$ cat config.mk
export PLATFORM = sky130hd
export DESIGN_NAME = sensor_frame_deframer_top
export DESIGN_NICKNAME = d
export VERILOG_FILES = /design/src/rtl/sfd_pkg.sv /design/src/rtl/sensor_frame_deframer_top.sv /design/src/rtl/sfd_front.sv /design/src/rtl/sfd_queue.sv /design/src/rtl/sfd_back.sv
export SDC_FILE = /design/constraint.sdc
export NUM_CORES = 1
export LEC_CHECK = 0
export BUFFER_PORTS_ARGS = -buffer_cell sky130_fd_sc_hd__buf_2
export CORE_MARGIN = 1
export CORE_UTILIZATION = 40
export CTS_CLUSTER_DIAMETER = 100
export DETAILED_ROUTE_END_ITERATION = 16
export PLACE_DENSITY = 0.69
export SLEW_MARGIN = 20
export SYNTH_ARGS = -nofsm -noshare
export SYNTH_HDL_FRONTEND = slang
export SYNTH_HIERARCHICAL = 1
export SYNTH_SLANG_ARGS = --single-unit
$ cat constraint.sdc
create_clock -name clk -period 8.55 [get_ports clk]
set_clock_uncertainty 0.15 [all_clocks]
set_input_delay 1.71 -clock clk [delete_from_list [all_inputs] [get_ports clk]]
set_output_delay 1.71 -clock clk [all_outputs]
set_load 0.02 [all_outputs]
$ cat src/rtl/sfd_pkg.sv
// shared constants and types of the sensor frame deframer
package sfd_pkg;

  localparam int NUM_FIELDS  = 4;
  localparam int FIELD_CHARS = 4;
  localparam int BYTE_W      = 8;
  localparam int FIELD_W     = FIELD_CHARS * BYTE_W;
  localparam int PAYLOAD_LEN = NUM_FIELDS * FIELD_CHARS;
  localparam int WINDOW_LEN  = PAYLOAD_LEN + 1;
  localparam int EXACT_LEN   = PAYLOAD_LEN + 2;
  localparam int LEN_SAT     = PAYLOAD_LEN + 3;
  localparam int LEN_W       = $clog2(LEN_SAT + 1);

  localparam int Q_DEPTH = 2;
  localparam int Q_PTR_W = (Q_DEPTH > 1) ? $clog2(Q_DEPTH) : 1;
  localparam int Q_CNT_W = $clog2(Q_DEPTH + 1);

  localparam int CFG_IDX_W = 2;
  localparam logic [CFG_IDX_W-1:0] CFG_IDX_TERMINATOR = CFG_IDX_W'(0);
  localparam logic [CFG_IDX_W-1:0] CFG_IDX_MARKER     = CFG_IDX_W'(1);

  localparam logic [BYTE_W-1:0] TERMINATOR_RST = BYTE_W'(101);
  localparam logic [BYTE_W-1:0] MARKER_RST     = BYTE_W'(102);

  typedef logic [BYTE_W-1:0] byte_t;

  typedef struct packed {
    logic                                frame_ok;
    logic [NUM_FIELDS-1:0][FIELD_W-1:0] field;
  } frame_result_t;

endpackage

$ cat src/rtl/sensor_frame_deframer_top.sv
// top level of the sensor frame deframer
//
// in_*  : one received byte per word (in_rx_byte), valid/ready handshake.
// out_* : one result word per terminator byte: out_frame_ok and four
//         32-bit fields, earliest character in the most significant byte;
//         a rejected frame gives frame_ok low and all fields zero.
// cfg_* : register writes, index 0 terminator byte, index 1 marker byte,
//         other indexes ignored; cfg_ready is always high.
// throughput: one byte per cycle unless the queue is full, terminator bytes
//   included, set by the window shift and the parallel marker compares.
// path: a terminator's result word is written into the queue as the
//   terminator is taken, then moves into the output register once that
//   register is empty or being read; out_valid comes from that register.
// reset: length count cleared, terminator back to 'e', marker back to 'f',
//   queue and output register empty; the byte window is not cleared.
// stall: a held result sits in the output register and two more in the
//   two-entry queue; in_ready drops for every byte once the queue is full.
module sensor_frame_deframer_top (
  input  logic                           clk,
  input  logic                           rst_n,
  input  logic                           cfg_valid,
  output logic                           cfg_ready,
  input  logic [sfd_pkg::CFG_IDX_W-1:0]  cfg_index,
  input  logic [sfd_pkg::BYTE_W-1:0]     cfg_wdata,
  input  logic                           in_valid,
  output logic                           in_ready,
  input  logic [sfd_pkg::BYTE_W-1:0]     in_rx_byte,
  output logic                           out_valid,
  input  logic                           out_ready,
  output logic                           out_frame_ok,
  output logic [sfd_pkg::FIELD_W-1:0]    out_field_zero,
  output logic [sfd_pkg::FIELD_W-1:0]    out_field_one,
  output logic [sfd_pkg::FIELD_W-1:0]    out_field_two,
  output logic [sfd_pkg::FIELD_W-1:0]    out_field_three
);

  logic                    q_full;
  logic                    push_valid;
  sfd_pkg::frame_result_t  push_data;
  logic                    q_valid;
  logic                    q_ready;
  sfd_pkg::frame_result_t  q_data;
  sfd_pkg::frame_result_t  out_data;

  assign cfg_ready = 1'b1;

  sfd_front u_front (
    .clk        (clk),
    .rst_n      (rst_n),
    .cfg_valid  (cfg_valid),
    .cfg_index  (cfg_index),
    .cfg_wdata  (cfg_wdata),
    .in_valid   (in_valid),
    .in_ready   (in_ready),
    .in_rx_byte (in_rx_byte),
    .q_full     (q_full),
    .push_valid (push_valid),
    .push_data  (push_data)
  );

  sfd_queue u_queue (
    .clk        (clk),
    .rst_n      (rst_n),
    .push_valid (push_valid),
    .push_data  (push_data),
    .full       (q_full),
    .pop_valid  (q_valid),
    .pop_ready  (q_ready),
    .pop_data   (q_data)
  );

  sfd_back u_back (
    .clk       (clk),
    .rst_n     (rst_n),
    .q_valid   (q_valid),
    .q_ready   (q_ready),
    .q_data    (q_data),
    .out_valid (out_valid),
    .out_ready (out_ready),
    .out_data  (out_data)
  );

  assign out_frame_ok    = out_data.frame_ok;
  assign out_field_zero  = out_data.field[0];
  assign out_field_one   = out_data.field[1];
  assign out_field_two   = out_data.field[2];
  assign out_field_three = out_data.field[3];

endmodule

$ cat src/rtl/sfd_front.sv
// front part: config registers, byte window, length count and frame check
module sfd_front (
  input  logic                               clk,
  input  logic                               rst_n,
  input  logic                               cfg_valid,
  input  logic [sfd_pkg::CFG_IDX_W-1:0]      cfg_index,
  input  logic [sfd_pkg::BYTE_W-1:0]         cfg_wdata,
  input  logic                               in_valid,
  output logic                               in_ready,
  input  logic [sfd_pkg::BYTE_W-1:0]         in_rx_byte,
  input  logic                               q_full,
  output logic                               push_valid,
  output sfd_pkg::frame_result_t             push_data
);

  sfd_pkg::byte_t             terminator_r;
  sfd_pkg::byte_t             marker_r;
  sfd_pkg::byte_t             window_r [sfd_pkg::WINDOW_LEN];
  logic [sfd_pkg::LEN_W-1:0]  len_r;
  logic [sfd_pkg::LEN_W-1:0]  len_nxt;

  logic in_acc;
  logic is_term;
  logic tail_has_marker;
  logic frame_ok;

  assign in_ready = !q_full;
  assign in_acc   = in_valid && in_ready;
  assign is_term  = (in_rx_byte == terminator_r);

  always_ff @(posedge clk) begin
    if (!rst_n) begin
      terminator_r <= sfd_pkg::TERMINATOR_RST;
      marker_r     <= sfd_pkg::MARKER_RST;
    end else if (cfg_valid) begin
      unique case (cfg_index)
        sfd_pkg::CFG_IDX_TERMINATOR: terminator_r <= cfg_wdata;
        sfd_pkg::CFG_IDX_MARKER:     marker_r     <= cfg_wdata;
        default: ;
      endcase
    end
  end

  // window shifts toward index 0, newest byte at the top
  always_ff @(posedge clk) begin
    if (in_acc && !is_term) begin
      for (int i = 0; i < sfd_pkg::WINDOW_LEN - 1; i++) begin
        window_r[i] <= window_r[i+1];
      end
      window_r[sfd_pkg::WINDOW_LEN-1] <= in_rx_byte;
    end
  end

  always_comb begin
    len_nxt = len_r;
    if (in_acc) begin
      if (is_term) begin
        len_nxt = '0;
      end else if (len_r != sfd_pkg::LEN_W'(sfd_pkg::LEN_SAT)) begin
        len_nxt = len_r + 1'b1;
      end
    end
  end

  always_ff @(posedge clk) begin
    if (!rst_n) begin
      len_r <= '0;
    end else begin
      len_r <= len_nxt;
    end
  end

  always_comb begin
    tail_has_marker = 1'b0;
    for (int i = 1; i < sfd_pkg::WINDOW_LEN; i++) begin
      tail_has_marker = tail_has_marker | (window_r[i] == marker_r);
    end
  end

  always_comb begin
    if (len_r == sfd_pkg::LEN_W'(sfd_pkg::EXACT_LEN)) begin
      frame_ok = 1'b1;
    end else if (len_r > sfd_pkg::LEN_W'(sfd_pkg::EXACT_LEN)) begin
      frame_ok = (window_r[0] == marker_r) && !tail_has_marker;
    end else begin
      frame_ok = 1'b0;
    end
  end

  always_comb begin
    push_data.frame_ok = frame_ok;
    for (int k = 0; k < sfd_pkg::NUM_FIELDS; k++) begin
      for (int c = 0; c < sfd_pkg::FIELD_CHARS; c++) begin
        push_data.field[k][(sfd_pkg::FIELD_CHARS-1-c)*sfd_pkg::BYTE_W +: sfd_pkg::BYTE_W] =
          frame_ok ? window_r[1 + k*sfd_pkg::FIELD_CHARS + c] : '0;
      end
    end
  end

  assign push_valid = in_acc && is_term;

`ifndef ASSERT_OFF
  a_len_sat: assert property (@(posedge clk) disable iff (!rst_n)
    len_r <= sfd_pkg::LEN_W'(sfd_pkg::LEN_SAT))
    else $error("frame length above saturation");
  a_term_clears: assert property (@(posedge clk) disable iff (!rst_n)
    push_valid |=> (len_r == '0))
    else $error("terminator did not clear length");
`endif

endmodule

$ cat src/rtl/sfd_queue.sv
// short result queue between front and back
module sfd_queue (
  input  logic                    clk,
  input  logic                    rst_n,
  input  logic                    push_valid,
  input  sfd_pkg::frame_result_t  push_data,
  output logic                    full,
  output logic                    pop_valid,
  input  logic                    pop_ready,
  output sfd_pkg::frame_result_t  pop_data
);

  sfd_pkg::frame_result_t        mem_r [sfd_pkg::Q_DEPTH];
  logic [sfd_pkg::Q_PTR_W-1:0]   wr_ptr_r;
  logic [sfd_pkg::Q_PTR_W-1:0]   rd_ptr_r;
  logic [sfd_pkg::Q_CNT_W-1:0]   cnt_r;
  logic [sfd_pkg::Q_CNT_W-1:0]   cnt_nxt;
  logic                          push;
  logic                          pop;

  assign full      = (cnt_r == sfd_pkg::Q_CNT_W'(sfd_pkg::Q_DEPTH));
  assign pop_valid = (cnt_r != '0);
  assign push      = push_valid && !full;
  assign pop       = pop_valid && pop_ready;
  assign pop_data  = mem_r[rd_ptr_r];

  always_ff @(posedge clk) begin
    if (push) begin
      mem_r[wr_ptr_r] <= push_data;
    end
  end

  always_comb begin
    cnt_nxt = cnt_r;
    if (push && !pop) begin
      cnt_nxt = cnt_r + 1'b1;
    end else if (pop && !push) begin
      cnt_nxt = cnt_r - 1'b1;
    end
  end

  always_ff @(posedge clk) begin
    if (!rst_n) begin
      wr_ptr_r <= '0;
      rd_ptr_r <= '0;
      cnt_r    <= '0;
    end else begin
      cnt_r <= cnt_nxt;
      if (push) begin
        wr_ptr_r <= (wr_ptr_r == sfd_pkg::Q_PTR_W'(sfd_pkg::Q_DEPTH - 1)) ? '0
                                                                       : wr_ptr_r + 1'b1;
      end
      if (pop) begin
        rd_ptr_r <= (rd_ptr_r == sfd_pkg::Q_PTR_W'(sfd_pkg::Q_DEPTH - 1)) ? '0
                                                                       : rd_ptr_r + 1'b1;
      end
    end
  end

`ifndef ASSERT_OFF
  a_no_overflow: assert property (@(posedge clk) disable iff (!rst_n)
    push_valid |-> !full)
    else $error("word pushed into full queue");
  a_cnt_up: assert property (@(posedge clk) disable iff (!rst_n)
    (push && !pop) |=> (cnt_r == $past(cnt_r) + 1'b1))
    else $error("queue count did not rise on push");
  a_cnt_down: assert property (@(posedge clk) disable iff (!rst_n)
    (pop && !push) |=> (cnt_r == $past(cnt_r) - 1'b1))
    else $error("queue count did not fall on pop");
`endif

endmodule

$ cat src/rtl/sfd_back.sv
// back part: output register that drives the result channel
module sfd_back (
  input  logic                    clk,
  input  logic                    rst_n,
  input  logic                    q_valid,
  output logic                    q_ready,
  input  sfd_pkg::frame_result_t  q_data,
  output logic                    out_valid,
  input  logic                    out_ready,
  output sfd_pkg::frame_result_t  out_data
);

  logic                    out_valid_r;
  sfd_pkg::frame_result_t  out_data_r;

  assign q_ready = !out_valid_r || out_ready;

  always_ff @(posedge clk) begin
    if (!rst_n) begin
      out_valid_r <= 1'b0;
    end else if (q_ready) begin
      out_valid_r <= q_valid;
    end
  end

  always_ff @(posedge clk) begin
    if (q_ready && q_valid) begin
      out_data_r <= q_data;
    end
  end

  assign out_valid = out_valid_r;
  assign out_data  = out_data_r;

endmodule
==> flow_metrics.tcl, run 1 <==
set metrics [dict create \
    dieArea_sq_mm 0.0562 \
    grt_max_degree 101 \
    routed_wl_um 44900 \
    path_cells "buf_2, xnor2_1, nand4_1, nor3_1, and3_4, buf_4" \
    end_kind "register" \
    cts_root_buffer "clkbuf_16" \
    cts_setup_buffers 0 \
    netlist.top_cell.by_area "edfxtp_1" \
    cp_slowest_cell "and3_4" \
    dp_cells 2227 \
    synth_edf_count 523 \
    period_needed_ns 4.21 \
    tns_ns 0 \
    grt-ovfl-total 0 \
    detail_route.wl_per_cell_um 19.3 \
    grtUsageMet1_pct 22.5 \
    diodes 0 \
    numPortBuffers 153 \
    period_share_pct 49.2 \
    vias 11816 \
    cpPeakStageDelay_ns 0.90 \
    power_density_mw_per_mm2 293 \
    cp_num_buf_inv 2 \
    first_iter_violations 944 \
    via_per_inst 5.08 \
    r2r_start "u_front/marker_r[3]$_SDFFE_PN0P_" \
    final_core_util_pct 46.4 \
    cts.repair.resized 0 \
    final_area_sq_mm 0.0252 \
    fmax_mhz 238 \
    synth_seq_cells 550 \
    area_delta_synth_final_pct 13.9 \
    crit_type "primary input to register" \
    r2r_cells 8 \
    dr.pass1.iters 7 \
    p_leak_nw 9.53 \
    netlist_area_sq_mm 0.0221 \
    gp_congestion 0.799 \
    die_w_um 237 \
    rows 85 \
    required_ns 8.62 \
    initial_utilization_pct 40.7 \
    ys_types 48 \
    use_met3_pct 2.70 \
    synth_seq_area_share_pct 73.5 \
    grt_first_pass_wirelength_um 69000 \
    hpwl_um 27500 \
    grt_setup_unrepaired "no" \
    yosysWarnings 6 \
    path_max_fanout 69 \
    postRouteAntennaNets 0 \
    synth_top_area_share_pct 71.1 \
    slew_viol_final 0 \
    synthArstFlopShare_pct 0 \
    tightest_slew_ns 1.07 \
    cts.path.max_buffers 3 \
    crit_path_start "in_rx_byte[6]" \
    synthFlopType "edfxtp_1" \
    finalSetupViolCount 0 \
    start_kind "primary input" \
    arrival_ns 4.28 \
    run_status "completed" \
    grtUsageTotal_pct 16.0 \
    reg2reg_slack_ns 4.75 \
    antenna_found_initial 0 \
    cts_max_level 2 \
    final_net_count 1614 \
    crit_end "u_queue/mem_r[1][84]$_DFFE_PP_" \
    cp.depth 6 \
    busiest_layer "met2" \
    synthesis.nets 1462 \
    drive_above_1_share_pct 24.6 \
    cts_made_buffers 54 \
    fin_cells 2327 \
    dpl_cell_area_sq_mm 0.0234 \
    grtUsageMet2_pct 25.6 \
    cp_top_family "simple AND/OR/NAND/NOR gates" \
    finalHoldViolCount 0 \
    clock-sinks 550 \
    drc 0 \
    syn_area_per_cell_sq_um 15.4 \
    r2r-end "u_queue/mem_r[0][83]$_DFFE_PP_" \
    cts_tree "built" \
    grt_pass1_vias 11539 \
    postSynthCellCount 1436 \
    vdd_ir_drop_max_v 0.000155 \
    slew_headroom_pct 29.0 \
    pin_count 155 \
    fp.dieH_um 237 \
    clock_latency_ns 0.60 \
    ys_top_cells_by_area "edfxtp_1 (71%), mux2_2 (6.6%), nand2_1 (4.7%)" \
    ctsHoldBuffers 0 \
    hold_path_class "register to register" \
    coreArea_sq_mm 0.0542 \
    drv_cap 0 \
    clkSlewWorstSetupHoldPaths_ns 0.06 \
]
[stage by stage]
step	worst slack, ns	hold slack (ns)	total power [mW]
floorplan	0.545	0.314	4.69
global placement	3.75	0.308	5.12
detailed placement	3.64	0.316	5.14
CTS	4.28	0.331	7.49
global route	4.10	0.370	7.71
finish	4.34	0.330	7.38
[worst min-delay path by stage]
stage	start	cells after the start	end	slack [ns]
after floorplan	u_front/terminator_r[0]$_SDFFE_PN1P_	2	u_front/terminator_r[0]$_SDFFE_PN1P_	0.31
after global placement	u_front/marker_r[5]$_SDFFE_PN1P_	2	u_front/marker_r[5]$_SDFFE_PN1P_	0.31
after detailed placement	u_front/marker_r[5]$_SDFFE_PN1P_	2	u_front/marker_r[5]$_SDFFE_PN1P_	0.32
after CTS	u_front/marker_r[5]$_SDFFE_PN1P_	2	u_front/marker_r[5]$_SDFFE_PN1P_	0.33
after global routing	u_front/marker_r[5]$_SDFFE_PN1P_	2	u_front/marker_r[5]$_SDFFE_PN1P_	0.37
final	u_front/marker_r[5]$_SDFFE_PN1P_	2	u_front/marker_r[5]$_SDFFE_PN1P_	0.33
[synthesized netlist by cell type (all sizes together) (2+ instances only)]
cell and number:
a21boi 7, and2 4, and3 2, buf 38, clkbuf 40, dfxtp 27
edfxtp 523, ha 3, inv 7, mux2 129, mux2i 16, nand2 277
nand2b 2, nand3 4, nand4 17, nor2 11, nor2b 11, nor3 3
nor4 21, o2111ai 3, o21ai 133, o21bai 2, xnor2 67, xor2 80
[where the power goes]
part / internal, mW / switching [mW] / total (mW)
registers: 3.50 / 0.326 / 3.83
clock network: 1.35 / 0.969 / 2.32
logic: 0.397 / 0.835 / 1.23
[state kept, by name, summed over array words and instances, names as in the netlist, 2 cells and up, named ones only]
register / flops
u_queue/mem_r: 258
u_front/window_r: 136
u_back/out_data: 129
u_front/marker_r: 8
u_front/terminator_r: 8
u_front/len_r: 5
u_queue/cnt_r: 2
[final cells by class]
class                           instances  area, sq um
Fill cell                            4659        29100
Clock inverter                         18          170
Timing Repair Buffer                  174          947
Sequential cell                       550        16200
Clock buffer                           81         1570
Inverter                                7         26.3
Multi-Input combinational cell        801         5330
Tap cell                              696          871
[worst min-delay path, cell delays in order, from the launching register on]
cell,delay (ns)
dfxtp_1,0.33
mux2i_1,0.07
nand2_1,0.06
[routing by layer]
metal	vias up	share of wire, %
met1	5912	45
met4	0	1.7
met5	-	0
met3	55	5.3
met2	326	48
li1	5523	-
[cell families after synthesis]
family / count (synthesis) / synth area share [%]
flip-flops: 550 / 73.5
other: 1 / 0.0170
multiplexers: 145 / 7.30
AND/OR/NAND/NOR: 358 / 6.98
adder cells (fa/ha/maj): 3 / 0.170
XOR/XNOR: 147 / 5.83
AO/OA/AOI/OAI: 147 / 3.70
buffers and inverters: 85 / 2.48
[placed cells by master (no fill, tap or decap), types with 2 or more instances in the layout]
cell type and n:
clkinv_1 4, o21ai_2 9, nand3_1 4, nand4_1 17
o2111ai_1 3, nor4_2 2, clkbuf_16 57, and2_1 3
buf_2 153, edfxtp_1 523, nand2_1 277, clkbuf_8 5
mux2i_1 16, o21ai_0 123, nor2_1 10, bufinv_16 3
nor2b_1 11, and3_4 2, ha_1 3, inv_1 7
dfxtp_1 26, clkinv_2 8, nor4_1 19, buf_4 19
a21boi_0 5, clkbuf_1 19, nor3_1 2, mux2_2 129
xnor2_1 67, xor2_1 80
No activity file was read; power rests on OpenSTA's default activity.
==> inputs of run 2 (changes only) <==
PLACE_DENSITY = 0.67   (was 0.69)
clock period = 4.2 ns   (was 8.55 ns; I/O delays follow)
==> flow_metrics.tcl, run 2 (same netlist as run 1, synthesis figures left out) <==
set metrics [dict create \
    start_kind "register" \
    numPortBuffers 153 \
    grt_first_pass_wirelength_um 70400 \
    p_leak_nw 9.63 \
    crit_type "register to register" \
    rows 85 \
    clock-sinks 550 \
    finalHoldViolCount 0 \
    period_share_pct 79.0 \
    cts_root_buffer "clkbuf_16" \
    end_kind "register" \
    cts.repair.resized 0 \
    dieArea_sq_mm 0.0562 \
    postRouteAntennaNets 0 \
    pin_count 155 \
    detail_route.wl_per_cell_um 19.6 \
    grt_setup_unrepaired "no" \
    reg2reg_slack_ns 0.88 \
    r2r-end "u_queue/mem_r[0][93]$_DFFE_PP_" \
    gp_congestion 0.774 \
    coreArea_sq_mm 0.0542 \
    dr.pass1.iters 5 \
    min_from "in_rx_byte[6]" \
    via_per_inst 5.07 \
    cts_tree "built" \
    first_iter_violations 1183 \
    slew_headroom_pct 37.7 \
    drv_cap 0 \
    path_max_fanout 77 \
    grt-ovfl-total 0 \
    fin_total_pwr_mw 15.2 \
    cts.path.max_buffers 3 \
    r2r_start "u_front/marker_r[3]$_SDFFE_PN0P_" \
    power_density_mw_per_mm2 598 \
    largest_reg_flops 258 \
    die_w_um 237 \
    diodes 0 \
    regMostFlops "u_queue/mem_r" \
    ctsHoldBuffers 0 \
    required_ns 4.43 \
    drc 0 \
    r2r_cells 8 \
    routed_wl_um 45700 \
    vdd_ir_drop_max_v 0.000632 \
    grt_max_degree 129 \
    cts_setup_buffers 0 \
    cts_max_level 2 \
    clkSlewWorstSetupHoldPaths_ns 0.06 \
    hold_depth 1 \
    layout_commonest_cell "edfxtp_1" \
    final_core_util_pct 46.7 \
    drive_above_1_share_pct 25.2 \
    hpwl_um 28200 \
    period_needed_ns 3.32 \
    clock_latency_ns 0.60 \
    antenna_found_initial 0 \
    initial_utilization_pct 40.7 \
    grt_pass1_vias 11732 \
    slew_viol_final 0 \
    vias 11850 \
    tightest_slew_ns 0.935 \
    min_to "u_front/window_r[2][6]$_DFFE_PP_" \
    grtUsageTotal_pct 16.3 \
    arrival_ns 3.55 \
    fp.dieH_um 237 \
    cts_made_buffers 55 \
    run_status "completed" \
    final_cell_mix "edfxtp_1 (523), nand2_1 (277), buf_2 (153)" \
    finalSetupViolCount 0 \
    area_delta_synth_final_pct 14.8 \
    final_net_count 1622 \
    fmax_mhz 302 \
    hold_path_class "primary input to register" \
]
run 2: layout make-up:
| class | count | area (sq um) |
|---|---|---|
| fillers | 4642 | 28900 |
| flip-flops and latches | 550 | 16200 |
| multi-input cells | 801 | 5370 |
| clock buffers | 77 | 1560 |
| repair buffers | 181 | 1060 |
| well taps | 696 | 871 |
| clock inverters | 25 | 218 |
| inverters | 7 | 26.3 |
run 2: layer usage:
metal	wire, um	GRT usage (%)	part of all wire (%)
met2	21300	25.5	47
met1	20900	23.3	46
met3	2750	3.32	6.0
met4	788	3.88	1.7
met5	0	0	0
run 2: per-stage QoR:
stage	TNS (ns)	instance area, sq um	setup slack [ns]	cells	hold WS [ns]
after floorplan	-117.26	22100	-0.903	1436	0.314
after global placement	0	23600	1.06	2235	0.308
after detailed placement	0	23600	0.931	2235	0.330
after CTS	0	25400	0.924	2337	0.287
after global routing	0	25400	0.676	2337	0.297
final	0	25400	0.884	2337	0.322
run 2: power by group:
group	leakage (nW)	switching [mW]	internal, mW
Clock	0.872	1.99	2.83
Combinational	3.07	1.71	0.839
Sequential	5.69	0.655	7.13
Total	9.63	4.36	10.8
run 2: how the worst max path moves through the flow:
stage / from / to / depth (start not counted)
after floorplan: in_rx_byte[2] / u_queue/mem_r[0][0]$_DFFE_PP_ / 5
after global placement: u_front/marker_r[5]$_SDFFE_PN1P_ / u_queue/mem_r[0][46]$_DFFE_PP_ / 8
after detailed placement: u_front/marker_r[3]$_SDFFE_PN0P_ / u_queue/mem_r[1][93]$_DFFE_PP_ / 8
after CTS: u_front/marker_r[3]$_SDFFE_PN0P_ / u_queue/mem_r[0][93]$_DFFE_PP_ / 8
after global routing: u_front/marker_r[3]$_SDFFE_PN0P_ / u_queue/mem_r[0][93]$_DFFE_PP_ / 8
final: u_front/marker_r[3]$_SDFFE_PN0P_ / u_queue/mem_r[0][93]$_DFFE_PP_ / 8
run 2: critical path, stage by stage (launching register included):
cell and delay (ns):
dfxtp_1 0.82, buf_4 0.32, xnor2_1 0.09, nand4_1 0.09, nor2_1 0.06, nor4_2 0.31
buf_4 0.74, nand2_1 0.11, o21ai_0 0.30
